## src/rtl/kbf_pkg.sv

```systemverilog
// shared types, constants and axis helpers for the kill button filter
package kbf_pkg;

   localparam int unsigned AXIS_W = 16;
   localparam int unsigned TIME_W = 32;
   localparam int unsigned CFG_W = 16;
   localparam int unsigned CSR_DATA_W = 32;
   localparam int unsigned CSR_ADDR_W = 3;

   localparam logic [CFG_W-1:0] DEBOUNCE_MS_RESET = 16'd25;
   localparam logic [CFG_W-1:0] DOUBLE_CLICK_MS_RESET = 16'd500;

   // register select taken from paddr bit 2
   localparam logic CSR_IDX_DEBOUNCE = 1'b0;
   localparam logic CSR_IDX_DOUBLE_CLICK = 1'b1;

   typedef logic [2:0][AXIS_W-1:0] axis3_type;

   typedef struct packed {
      logic [TIME_W-1:0]        now_ms;
      logic                     rot_kill_pressed;
      logic                     trans_kill_pressed;
      logic signed [AXIS_W-1:0] trans_x_in;
      logic signed [AXIS_W-1:0] trans_y_in;
      logic signed [AXIS_W-1:0] trans_z_in;
      logic signed [AXIS_W-1:0] rot_x_in;
      logic signed [AXIS_W-1:0] rot_y_in;
      logic signed [AXIS_W-1:0] rot_z_in;
   } req_data_type;

   typedef struct packed {
      logic signed [AXIS_W-1:0] trans_x_out;
      logic signed [AXIS_W-1:0] trans_y_out;
      logic signed [AXIS_W-1:0] trans_z_out;
      logic signed [AXIS_W-1:0] rot_x_out;
      logic signed [AXIS_W-1:0] rot_y_out;
      logic signed [AXIS_W-1:0] rot_z_out;
      logic                     rot_killed;
      logic                     trans_killed;
      logic                     rot_dominant_mode;
      logic                     trans_dominant_mode;
   } rsp_data_type;

   typedef struct packed {
      logic killed;
      logic dominant;
   } button_status_type;

   function automatic logic [AXIS_W:0] magnitude(logic [AXIS_W-1:0] v);
      logic [AXIS_W:0] ext;
      ext = {1'b0, v};
      return v[AXIS_W-1] ? (17'h10000 - ext) : ext;
   endfunction

   // keep only the largest magnitude axis, lowest axis wins ties
   function automatic axis3_type keep_dominant(axis3_type v);
      logic [AXIS_W:0] m0;
      logic [AXIS_W:0] m1;
      logic [AXIS_W:0] m2;
      logic [AXIS_W:0] best_mag;
      logic [1:0]      best;
      axis3_type       res;
      m0 = magnitude(v[0]);
      m1 = magnitude(v[1]);
      m2 = magnitude(v[2]);
      best = 2'd0;
      best_mag = m0;
      if (m1 > best_mag) begin
         best = 2'd1;
         best_mag = m1;
      end
      if (m2 > best_mag) begin
         best = 2'd2;
      end
      res = '0;
      case (best)
         2'd0: res[0] = v[0];
         2'd1: res[1] = v[1];
         default: res[2] = v[2];
      endcase
      return res;
   endfunction

endpackage

```

## src/rtl/kbf_debounce.sv

```systemverilog
// per button debounce, press timing and dominant mode toggle
module kbf_debounce import kbf_pkg::*; (
   input  logic                 clock,
   input  logic                 reset,
   input  logic                 step,
   input  logic                 raw,
   input  logic [TIME_W-1:0]    now_ms,
   input  logic [CFG_W-1:0]     debounce_ms,
   input  logic [CFG_W-1:0]     double_click_ms,
   output button_status_type    status
);

   logic              raw_level_ff, raw_level_in;
   logic              stable_level_ff, stable_level_in;
   logic              dominant_mode_ff, dominant_mode_in;
   logic [TIME_W-1:0] raw_change_time_ff, raw_change_time_in;
   logic [TIME_W-1:0] last_press_time_ff, last_press_time_in;
   logic [TIME_W-1:0] held_time;
   logic [TIME_W-1:0] since_press;
   logic              settle;

   always_comb begin
      raw_level_in = raw;
      raw_change_time_in = (raw != raw_level_ff) ? now_ms : raw_change_time_ff;
      held_time = now_ms - raw_change_time_in;
      since_press = now_ms - last_press_time_ff;
      settle = (stable_level_ff != raw) && (held_time >= TIME_W'(debounce_ms));
      stable_level_in = settle ? raw : stable_level_ff;
      dominant_mode_in = dominant_mode_ff;
      last_press_time_in = last_press_time_ff;
      if (settle && raw) begin
         if ((last_press_time_ff != '0) && (since_press <= TIME_W'(double_click_ms))) begin
            dominant_mode_in = ~dominant_mode_ff;
            last_press_time_in = '0;
         end else begin
            last_press_time_in = now_ms;
         end
      end
   end

   always_ff @(posedge clock) begin
      if (reset) begin
         raw_level_ff <= 1'b0;
         stable_level_ff <= 1'b0;
         dominant_mode_ff <= 1'b0;
         raw_change_time_ff <= '0;
         last_press_time_ff <= '0;
      end else if (step) begin
         raw_level_ff <= raw_level_in;
         stable_level_ff <= stable_level_in;
         dominant_mode_ff <= dominant_mode_in;
         raw_change_time_ff <= raw_change_time_in;
         last_press_time_ff <= last_press_time_in;
      end
   end

   assign status.killed = stable_level_in;
   assign status.dominant = dominant_mode_in;

endmodule

```

## src/rtl/kbf_axis_filter.sv

```systemverilog
// zeroes killed axis groups and applies dominant-only selection
module kbf_axis_filter import kbf_pkg::*; (
   input  req_data_type      sample,
   input  button_status_type rot_status,
   input  button_status_type trans_status,
   output rsp_data_type      result
);

   axis3_type trans_v;
   axis3_type rot_v;

   always_comb begin
      trans_v[0] = sample.trans_x_in;
      trans_v[1] = sample.trans_y_in;
      trans_v[2] = sample.trans_z_in;
      rot_v[0] = sample.rot_x_in;
      rot_v[1] = sample.rot_y_in;
      rot_v[2] = sample.rot_z_in;
      // rotation kill first, then translation kill
      if (rot_status.killed) begin
         rot_v = '0;
         if (rot_status.dominant) begin
            trans_v = keep_dominant(trans_v);
         end
      end
      if (trans_status.killed) begin
         trans_v = '0;
         if (trans_status.dominant) begin
            rot_v = keep_dominant(rot_v);
         end
      end
      result.trans_x_out = $signed(trans_v[0]);
      result.trans_y_out = $signed(trans_v[1]);
      result.trans_z_out = $signed(trans_v[2]);
      result.rot_x_out = $signed(rot_v[0]);
      result.rot_y_out = $signed(rot_v[1]);
      result.rot_z_out = $signed(rot_v[2]);
      result.rot_killed = rot_status.killed;
      result.trans_killed = trans_status.killed;
      result.rot_dominant_mode = rot_status.dominant;
      result.trans_dominant_mode = trans_status.dominant;
   end

endmodule

```

## src/rtl/axis_kill_button_filter.sv

```systemverilog
// top level: sample register, debounce and axis filter, result register, csr port
// rsp_valid rises when a sample moves from the sample register into the result register
// throughput: one transfer per cycle while rsp_ready is high; the result register frees when rsp_ready is high
// the button state updates as a sample moves from the sample register to the result register
// reset (synchronous) empties both registers, clears button state and loads
// debounce_ms = 25 and double_click_ms = 500
module axis_kill_button_filter import kbf_pkg::*; (
   input  logic                  clock,
   input  logic                  reset,
   input  logic                  req_valid,
   output logic                  req_ready,
   input  req_data_type          req_data,
   output logic                  rsp_valid,
   input  logic                  rsp_ready,
   output rsp_data_type          rsp_data,
   input  logic                  psel,
   input  logic                  penable,
   input  logic                  pwrite,
   input  logic [CSR_ADDR_W-1:0] paddr,
   input  logic [CSR_DATA_W-1:0] pwdata,
   output logic [CSR_DATA_W-1:0] prdata,
   output logic                  pready
);

   logic              in_valid_ff;
   req_data_type      in_data_ff;
   logic              out_valid_ff;
   rsp_data_type      out_data_ff;
   rsp_data_type      out_data_in;
   logic              advance;
   logic [CFG_W-1:0]  debounce_ms_ff;
   logic [CFG_W-1:0]  double_click_ms_ff;
   logic              csr_write;
   button_status_type rot_status;
   button_status_type trans_status;

   assign advance = in_valid_ff && (!out_valid_ff || rsp_ready);
   assign req_ready = !in_valid_ff || advance;
   assign rsp_valid = out_valid_ff;
   assign rsp_data = out_data_ff;

   assign pready = 1'b1;
   assign csr_write = psel && penable && pwrite;

   always_comb begin
      unique case (paddr[2])
         CSR_IDX_DEBOUNCE:     prdata = CSR_DATA_W'(debounce_ms_ff);
         CSR_IDX_DOUBLE_CLICK: prdata = CSR_DATA_W'(double_click_ms_ff);
         default:              prdata = '0;
      endcase
   end

   always_ff @(posedge clock) begin
      if (reset) begin
         debounce_ms_ff <= DEBOUNCE_MS_RESET;
         double_click_ms_ff <= DOUBLE_CLICK_MS_RESET;
      end else if (csr_write) begin
         unique case (paddr[2])
            CSR_IDX_DEBOUNCE:     debounce_ms_ff <= pwdata[CFG_W-1:0];
            CSR_IDX_DOUBLE_CLICK: double_click_ms_ff <= pwdata[CFG_W-1:0];
            default:              debounce_ms_ff <= debounce_ms_ff;
         endcase
      end
   end

   kbf_debounce u_rot_debounce (
      .clock           (clock),
      .reset           (reset),
      .step            (advance),
      .raw             (in_data_ff.rot_kill_pressed),
      .now_ms          (in_data_ff.now_ms),
      .debounce_ms     (debounce_ms_ff),
      .double_click_ms (double_click_ms_ff),
      .status          (rot_status)
   );

   kbf_debounce u_trans_debounce (
      .clock           (clock),
      .reset           (reset),
      .step            (advance),
      .raw             (in_data_ff.trans_kill_pressed),
      .now_ms          (in_data_ff.now_ms),
      .debounce_ms     (debounce_ms_ff),
      .double_click_ms (double_click_ms_ff),
      .status          (trans_status)
   );

   kbf_axis_filter u_axis_filter (
      .sample       (in_data_ff),
      .rot_status   (rot_status),
      .trans_status (trans_status),
      .result       (out_data_in)
   );

   always_ff @(posedge clock) begin
      if (reset) begin
         in_valid_ff <= 1'b0;
         out_valid_ff <= 1'b0;
      end else begin
         if (req_ready) begin
            in_valid_ff <= req_valid;
         end
         if (advance) begin
            out_valid_ff <= 1'b1;
         end else if (rsp_ready) begin
            out_valid_ff <= 1'b0;
         end
      end
   end

   always_ff @(posedge clock) begin
      if (req_valid && req_ready) begin
         in_data_ff <= req_data;
      end
      if (advance) begin
         out_data_ff <= out_data_in;
      end
   end

endmodule
```

## config.mk

```make
export PLATFORM = sky130hd
export DESIGN_NAME = axis_kill_button_filter
export DESIGN_NICKNAME = d
export VERILOG_FILES = /design/src/rtl/kbf_pkg.sv /design/src/rtl/kbf_debounce.sv /design/src/rtl/kbf_axis_filter.sv /design/src/rtl/axis_kill_button_filter.sv
export SDC_FILE = /design/constraint.sdc
export NUM_CORES = 1
export LEC_CHECK = 0
export ABC_AREA = 0
export ABC_CLOCK_PERIOD_IN_PS = 29300
export BUFFER_PORTS_ARGS = -buffer_cell sky130_fd_sc_hd__buf_4
export CORE_MARGIN = 2
export CORE_UTILIZATION = 65
export CTS_CLUSTER_DIAMETER = 150
export DETAILED_ROUTE_END_ITERATION = 6
export PLACE_DENSITY_LB_ADDON = 0.2
export SYNTH_ARGS = -nofsm -noshare
export SYNTH_HDL_FRONTEND = slang
export SYNTH_SLANG_ARGS = --single-unit
```

## constraint.sdc

```tcl
create_clock -name clock -period 29.3 [get_ports clock]
set_input_delay 7.325 -clock clock [delete_from_list [all_inputs] [get_ports clock]]
set_output_delay 7.325 -clock clock [all_outputs]
set_load 0.1 [all_outputs]
```

==> Word-level counts from Yosys, hierarchy flattened <==
Cells that the tools add are included.
{ "classes": {"n_addsub": 10, "n_lt_le_gt_ge": 8, "n_eq_ne": 6, "mux": 44, "bitwise": 3, "n_reduce_logical": 25} }
{ "ops": {"columns": ["op", "n"], "rows": [
  ["2-to-1 mux 48 bit", 5],
  ["2-to-1 mux 17 bit", 12],
  ["2-to-1 mux 32 bit", 4],
  ["subtractor 32 bit", 4],
  ["subtractor 17 x 16 -> 17 bit (first input constant)", 6],
  ["2-to-1 mux 16 bit", 6],
  ["greater-than comparator 17 bit", 4],
  [">= comparator 32 x 16 -> 1 bit", 2],
  ["<= comparator 32 x 16 -> 1 bit", 2],
  ["case mux 32 bit (2 select lines)", 1],
  ["nonzero test 32 bit", 2],
  ["2-to-1 mux 2 bit", 6],
  ["logical AND 1 bit", 10],
  ["2-to-1 mux 1 bit", 10],
  ["AND reduction 2 bit", 4],
  ["equality test 2 x 1 -> 1 bit (second input constant)", 2],
  ["logical NOT 2 bit", 2],
  ["!= test 1 bit", 4],
  ["OR reduction 2 bit", 2],
  ["inverter 1 bit", 3],
  ["logical NOT 1 bit", 2],
  ["logical OR 1 bit", 2],
  ["nonzero test 2 bit", 1]
]} }
{ "word_totals": {"regBits": 398, "inputBits": 172, "out_inout_bits": 135, "elab_cells": 129} }

==> Depth between registers and ports, before layout <==
Gate-level depths: netlist of run 1.
{ "logic_depth": {"ltp_word": 22, "ltp_mapped": 61, "ltp_nobuf": 53} }

==> By module <==
A second synthesis of run 1 with hierarchy kept.
{ "hier_totals": {"hier_cells": 3433, "area_unflattened_um2": 30356.6} }
{ "modules_own_cells": {"columns": ["mod", "n_inst", "cells_per_inst", "area_each_um2", "seq_area_each_um2"], "rows": [
  ["axis_kill_button_filter", 1, 410, 8685.8, 7587.3],
  ["kbf_debounce (u_trans_debounce)", 1, 1113, 8321.7, 1341.3],
  ["kbf_debounce (u_rot_debounce)", 1, 1151, 8306.7, 1341.3],
  ["kbf_axis_filter", 1, 759, 5042.3, 0.0]
]} }

==> Worst setup path after synthesis of run 1 <==
OpenSTA, ideal clock, no wires.
{ "synth_path": {"path_type": "input -> output", "from": "in paddr[2]", "to": "out prdata[15]", "t_arrival_ns": 9.783, "required_time_ns": 21.975, "slack_ns": 12.192, "cell_stages": 3, "path_buffers": 2, "cell_sequence": "clkbuf_1 clkbuf_1 o21ai_0"} }
{ "synth_between": {"elab_chain_len": 2} }
{ "synth_rtl": {"columns": ["element", "line_no", "text"], "rows": [
  ["from (decl)", "axis_kill_button_filter.sv:19", "input logic [CSR_ADDR_W-1:0] paddr,"],
  ["inverter 1 bit", "axis_kill_button_filter.sv:46", "unique case (paddr[2])"],
  ["case mux 32 bit (2 select lines) *", "axis_kill_button_filter.sv:46", null],
  ["to (decl)", "axis_kill_button_filter.sv:21", "output logic [CSR_DATA_W-1:0] prdata,"]
]} }
Mark *: on every way between the ends. The rest lies on a longest branch, timed or not. The select of a mux whose other input is x is not followed.

==> Worst setup path after layout of run 1 <==
{ "layout_path": {"from": "in paddr[2]", "to": "out prdata[0]"} }
The elaborated chain is that of the path after synthesis.

==> run summary, run 1 <==
status - complete, no violations
Hold Vio Cnt, Final - 0
H-Tree Depth - 2
CTS clk-pin slew, worst paths - 0.06 ns
Overflow after GRT - 0
fillers - 3206
Slew Viols, Final - 0
GRT Total Usage - 36.6%
syn avg cell area - 8.61 um2
Lkg Pwr - 12.9 nW
Die ar. - 45600 um2
critical path class - in2out
CTS root buf - clkbuf_16
Crit path required time - 21.98 ns
RSZ-0062 raised after global routing - false
IO Count - 307
Int Pwr - 1.15 mW
HPWL Detailed - 62900 um
worst skew pair latency - 0.60 ns
layout cell share with drive strength beyond 1 - 12.8%
CORE AREA - 43200 um2
Syn-to-layout area delta - 13.3%
Post-Syn Instances - 3313
Net Sw Frac - 34.4%
CP Max Fanout - 34
DP Worst Slack - 13.77 ns
CTS Buf Count - 43
Switch Pwr - 0.600 mW
FF/Latch Area - 10300 um2
# rows - 76
Post-synth EDFFs - 230
post-CTS sizing - 0
CTS Sinks - 398
largest net degree at the start of global routing - 92
Netlist cell types - 97
drt initial violations - 2461
IO buf count - 271
initial antenna violation count - 1
setup TNS - 0 ns
Worst Hold Class - reg2reg
crit end category - output port
post-synthesis sequential area ratio - 36.0%
Clock power frac - 32.6%
# hold bufs at CTS - 0
max-cap violation count - 0
top_reg_cell synth - edfxtp_1
Initial Util - 66.1%
CTS max path bufs - 3
DR vias/cell - 6.44
Residual DRC - 0
Min Clock Period, post-route - 15.55 ns
Setup WS post-layout - 13.75 ns
Syn. warnings - 0
die height - 213 um
Critical Path Start Type - primary input
Mapped Area - 28500 um2
Pwr Density - 54.1 nW/um2
Slew HR - 11.7%
Flop pwr share - 37.3%
Register-to-Register Path Depth - 52
global-route wire length before repair - 132000 um
IR Drop Worst-Case VDD - 0.0000514 V
asr flop ratio synth - 0%
Clock Skews - 0.0276 ns
vias in the first global route - 25300
Slew @ Worst Pin - 1.32 ns
post-layout util - 74.8%
period utilization - 53.1%
Routed WL - 85500 um
final setup vio count - 0
routed len/inst - 20.7 um
total number of vias - 26600
Max Fclk - 64.3 MHz
ANT nets after route - 0
Comb pwr share - 30.1%
Pre-antenna DRT Iters - 6
TritonCTS clock tree - done
most frequent cells in the layout - nand2_1, buf_4, a21oi_1
Final nets - 3930
area taken by multi-input logic gates - 17000 um2
crit path DAT - 8.23 ns
number of setup buffers added after CTS - 0
Yosys reg bits - 398
gpl congestion - 1.00
die width - 213 um
hold path depth - 2
most common cell after layout, fill and taps aside - nand2_1
[cell usage after synthesis, drive strengths merged, types with 9 or more instances]
cell,count,area share (%)
nand2,484,6.4
a21oi,302,5.4
nor2,266,3.8
ha,252,11
edfxtp,230,24
dfxtp,168,12
o21ai,153,2.7
inv,149,2.0
clkbuf,120,1.6
nand3,110,1.9
xnor2,97,3.0
a21o,89,2.3
xor2,69,2.1
mux2i,65,2.3
buf,59,1.3
nor3,58,1.1
nand4,52,1.1
a211oi,44,1.2
nand2b,42,0.92
nor2b,39,0.86
o21a,39,1.0
nor4,34,0.75
o31ai,32,0.88
and3,31,0.68
o211ai,29,0.76
or3,27,0.59
a31oi,23,0.61
a211o,20,0.61
and2,19,0.42
o2111ai,14,0.43
o21bai,14,0.37
a2111oi,13,0.42
a221oi,11,0.46
o41ai,11,0.36
or4,11,0.33
o22ai,10,0.24
or2,10,0.22
a41oi,9,0.28
and4,9,0.28
[cell type report]
| type | count | share of cell area [%] |
|---|---|---|
| diodes | 1 | 0.00775 |
| clock inverters | 20 | 0.852 |
| inverters | 149 | 1.75 |
| multi-input cells | 2610 | 52.7 |
| repair buffers | 301 | 7.00 |
| flip-flops and latches | 398 | 31.8 |
| clock buffers | 59 | 3.64 |
| well taps | 585 | 2.27 |
[power groups by stage]
stage | clock network [mW] | logic, mW | registers (mW)
after floorplan | 0 | 0.343 | 0.699
after global placement | 0 | 0.495 | 0.660
after detailed placement | 0 | 0.511 | 0.661
after CTS | 0.573 | 0.517 | 0.650
after global routing | 0.594 | 0.572 | 0.653
final | 0.569 | 0.526 | 0.651
[final timing paths]
kind                                                               from                                 endpoint  slack [ns]
worst max-delay path                                           paddr[2]                                prdata[0]       13.75
worst min-delay path            u_trans_debounce.raw_change_time_ff[11]  u_trans_debounce.raw_change_time_ff[11]        0.45
worst min register to register  u_trans_debounce.raw_change_time_ff[11]  u_trans_debounce.raw_change_time_ff[11]        0.45
worst max register to register                           in_data_ff[97]                             rsp_data[27]       15.68
[metal layers]
layer	up-vias	track usage, %	part of all wire (%)
met2	1260	61.6	47
met5	-	0	0
li1	12400	-	-
met3	297	5.43	7.5
met4	0	21.8	6.2
met1	12600	44.7	39
[state kept, by name, indices dropped and copies added, names as in the netlist, 16 cells and up]
register and count:
u_trans_debounce.raw_change_time_ff 32, double_click_ms_ff 16, u_rot_debounce.last_press_time_ff 32, rsp_data 100
in_data_ff 130, debounce_ms_ff 16, u_rot_debounce.raw_change_time_ff 32, u_trans_debounce.last_press_time_ff 32
[kinds of logic after synthesis]
logic type,Yosys count,synth area share [%]
other,2,0.0263
multiplexers,69,2.44
flip-flops,398,36.0
XOR/XNOR,166,5.12
adder cells (fa/ha/maj),256,11.3
AND/OR/NAND/NOR,1220,20.1
AO/OA/AOI/OAI,874,20.2
buffers and inverters,328,4.81
[critical path: stages]
cell	delay, ns
buf_4	0.29
mux2_2	0.38
buf_4	0.23
[stage by stage]
| stage | hold slack [ns] | total power [mW] | instances | area (um2) |
|---|---|---|---|---|
| after floorplan | 0.434 | 1.04 | 3336 | 28600 |
| after global placement | 0.440 | 1.15 | 4043 | 30800 |
| after detailed placement | 0.446 | 1.17 | 4043 | 30800 |
| after CTS | 0.454 | 1.74 | 4122 | 32300 |
| after global routing | 0.473 | 1.82 | 4123 | 32300 |
| final | 0.454 | 1.75 | 4123 | 32300 |
Note: power is estimated with default switching activity, not from simulation.
==> run 2, diff against run 1 <==
--- a/config.mk
+++ b/config.mk
@@ -6,10 +6,10 @@
 export NUM_CORES = 1
 export LEC_CHECK = 0
 export ABC_AREA = 0
-export ABC_CLOCK_PERIOD_IN_PS = 29300
+export ABC_CLOCK_PERIOD_IN_PS = 13300
 export BUFFER_PORTS_ARGS = -buffer_cell sky130_fd_sc_hd__buf_4
 export CORE_MARGIN = 2
-export CORE_UTILIZATION = 65
+export CORE_UTILIZATION = 55
 export CTS_CLUSTER_DIAMETER = 150
 export DETAILED_ROUTE_END_ITERATION = 6
 export PLACE_DENSITY_LB_ADDON = 0.2
==> constraint.sdc (replaced) <==
create_clock -name clock -period 13.3 [get_ports clock]
set_input_delay 3.325 -clock clock [delete_from_list [all_inputs] [get_ports clock]]
set_output_delay 3.325 -clock clock [all_outputs]
set_load 0.1 [all_outputs]
==> run 2 against run 1 <==
Net effect: design area grew 1.3%; critical path depth grew 48; clock skew shrank 0.0028 ns; highest routed layer unchanged; largest cell class unchanged; global-route usage shrank 5.8 points; non-clock buffer count grew 11.
==> run summary, run 2 (synthesized netlist as in run 1, its figures left out) <==
Die ar. - 53700 um2
drt initial violations - 1969
global-route wire length before repair - 132000 um
Crit path required time - 13.62 ns
Metal-1 WL - 35900 um
Setup WS post-layout - 0.939 ns
most frequent cells in the layout - nand2_1, buf_4, a21oi_1
Hold Crit Start - u_trans_debounce.raw_change_time_ff[19]
Clock Skews - 0.0248 ns
Worst Hold Class - reg2reg
Pre-antenna DRT Iters - 5
end of the critical path - rsp_data[10]
Comb pwr share - 29.0%
Slew @ Worst Pin - 1.27 ns
max-cap violation count - 0
# rows - 83
Int Pwr - 2.64 mW
Clock power frac - 35.0%
initial antenna violation count - 1
Final nets - 3943
Overflow after GRT - 0
Residual DRC - 0
Critical Path Start Type - flip-flop
routed len/inst - 20.1 um
Slew HR - 15.6%
layout cell share with drive strength beyond 1 - 13.3%
met3 WL - 5030 um
die width - 232 um
Register-to-Register Path Depth - 51
Hold Vio Cnt, Final - 0
CP startpoint - in_data_ff[97]
gpl congestion - 0.964
TritonCTS clock tree - done
crit path DAT - 12.68 ns
largest net degree at the start of global routing - 104
vias in the first global route - 24700
Min Hold Slack - 0.452 ns
Worst path slowest cell - or4b_1
CORE AREA - 51300 um2
Routed WL - 84900 um
die height - 232 um
crit end category - flip-flop
Initial Util - 55.6%
FF/Latch Area - 10300 um2
top sig layer - met4
CP Max Fanout - 26
period utilization - 92.9%
DP Worst Slack - 0.983 ns
worst skew pair latency - 0.60 ns
Min Clock Period, post-route - 12.36 ns
Critical R2R Capture - rsp_data[10]
IO buf count - 271
Flop pwr share - 35.9%
critical path class - reg2reg
metal2 WL - 40900 um
CTS max path bufs - 3
post-layout util - 63.8%
CTS Buf Count - 45
ANT nets after route - 0
GRT Total Usage - 30.8%
Critical Path Max Stage Delay - 0.68 ns
RSZ-0062 raised after global routing - false
final setup vio count - 0
Power Total - 3.98 mW
CTS Sinks - 398
most common cell after layout, fill and taps aside - nand2_1
setup TNS - 0 ns
IO Count - 307
Largest register FFs - 130
IR Drop Worst-Case VDD - 0.0000997 V
CTS clk-pin slew, worst paths - 0.07 ns
DR vias/cell - 6.12
Net Sw Frac - 33.5%
reg-to-reg setup timing slack - 0.94 ns
Pwr Density - 122 nW/um2
r2r startpoint - in_data_ff[97]
area taken by multi-input logic gates - 17000 um2
Largest Register - in_data_ff
Switch Pwr - 1.33 mW
Max Fclk - 80.9 MHz
total number of vias - 25900
HPWL Detailed - 63700 um
status - complete, no violations
fillers - 4394
H-Tree Depth - 2
CTS root buf - clkbuf_16
Lkg Pwr - 13.0 nW
Syn-to-layout area delta - 14.7%
Slew Viols, Final - 0
-- run 2: changes by cell type in the layout (fill, tap and decap cells not counted), sizes merged --
cell | before | now
clkinvlp | 2 | 3
clkinv | 12 | 13
buf | 301 | 312
clkbuf | 59 | 56
inv | 149 | 150
bufinv | 6 | 11
-- run 2: metal layers --
metal | vias to the layer above | track usage (%)
met4 | 0 | 11.4
met1 | 12400 | 40.0
met3 | 167 | 3.05
li1 | 12400 | -
met2 | 928 | 53.2
met5 | - | 0
-- run 2: final cells by class --
type / instances / share of cell area (%)
clock buffers: 56 / 3.66
clock inverters: 28 / 1.35
inverters: 149 / 1.73
well taps: 680 / 2.60
flip-flops and latches: 398 / 31.4
repair buffers: 312 / 7.20
diodes: 1 / 0.00765
multi-input cells: 2610 / 52.1
-- run 2: repair_timing --
action,CTS,global route
hold buffers,0,0
resized for setup,0,1
endpoints found under the setup margin,0,32
buffers inserted,0,1
-- run 2: how the worst min path moves through the flow --
stage | cells past startpoint | slack [ns] | endpoint
after floorplan | 2 | 0.43 | u_trans_debounce.raw_change_time_ff[0]
after global placement | 2 | 0.44 | u_trans_debounce.raw_change_time_ff[0]
after detailed placement | 2 | 0.45 | u_trans_debounce.raw_change_time_ff[19]
after CTS | 2 | 0.45 | u_trans_debounce.raw_change_time_ff[19]
after global routing | 2 | 0.47 | u_trans_debounce.raw_change_time_ff[14]
final | 2 | 0.45 | u_trans_debounce.raw_change_time_ff[19]
-- run 2: critical path: cells and delay by family (launching register included) --
kind	cells	cell delay, ns
fa+ha+maj	6	1.60
flops	1	0.59
compound gates	25	5.43
simple gates	14	3.25
buf+inv	3	0.40
xor+xnor	3	0.77
-- run 2: through the flow --
step | instances | area (um2)
6_report | 4234 | 32700
5_1_grt | 4234 | 32700
4_1_cts | 4232 | 32700
3_5_place_dp | 4148 | 31000
3_3_place_gp | 4148 | 31000
2_1_floorplan | 3336 | 28600
-- run 2: power by group through the flow --
stage	combinational (mW)	clock (mW)	sequential, mW
4_1_cts	1.14	1.40	1.43
3_5_place_dp	1.13	0	1.45
3_3_place_gp	1.10	0	1.45
6_report	1.15	1.39	1.43
2_1_floorplan	0.755	0	1.54
5_1_grt	1.27	1.45	1.43
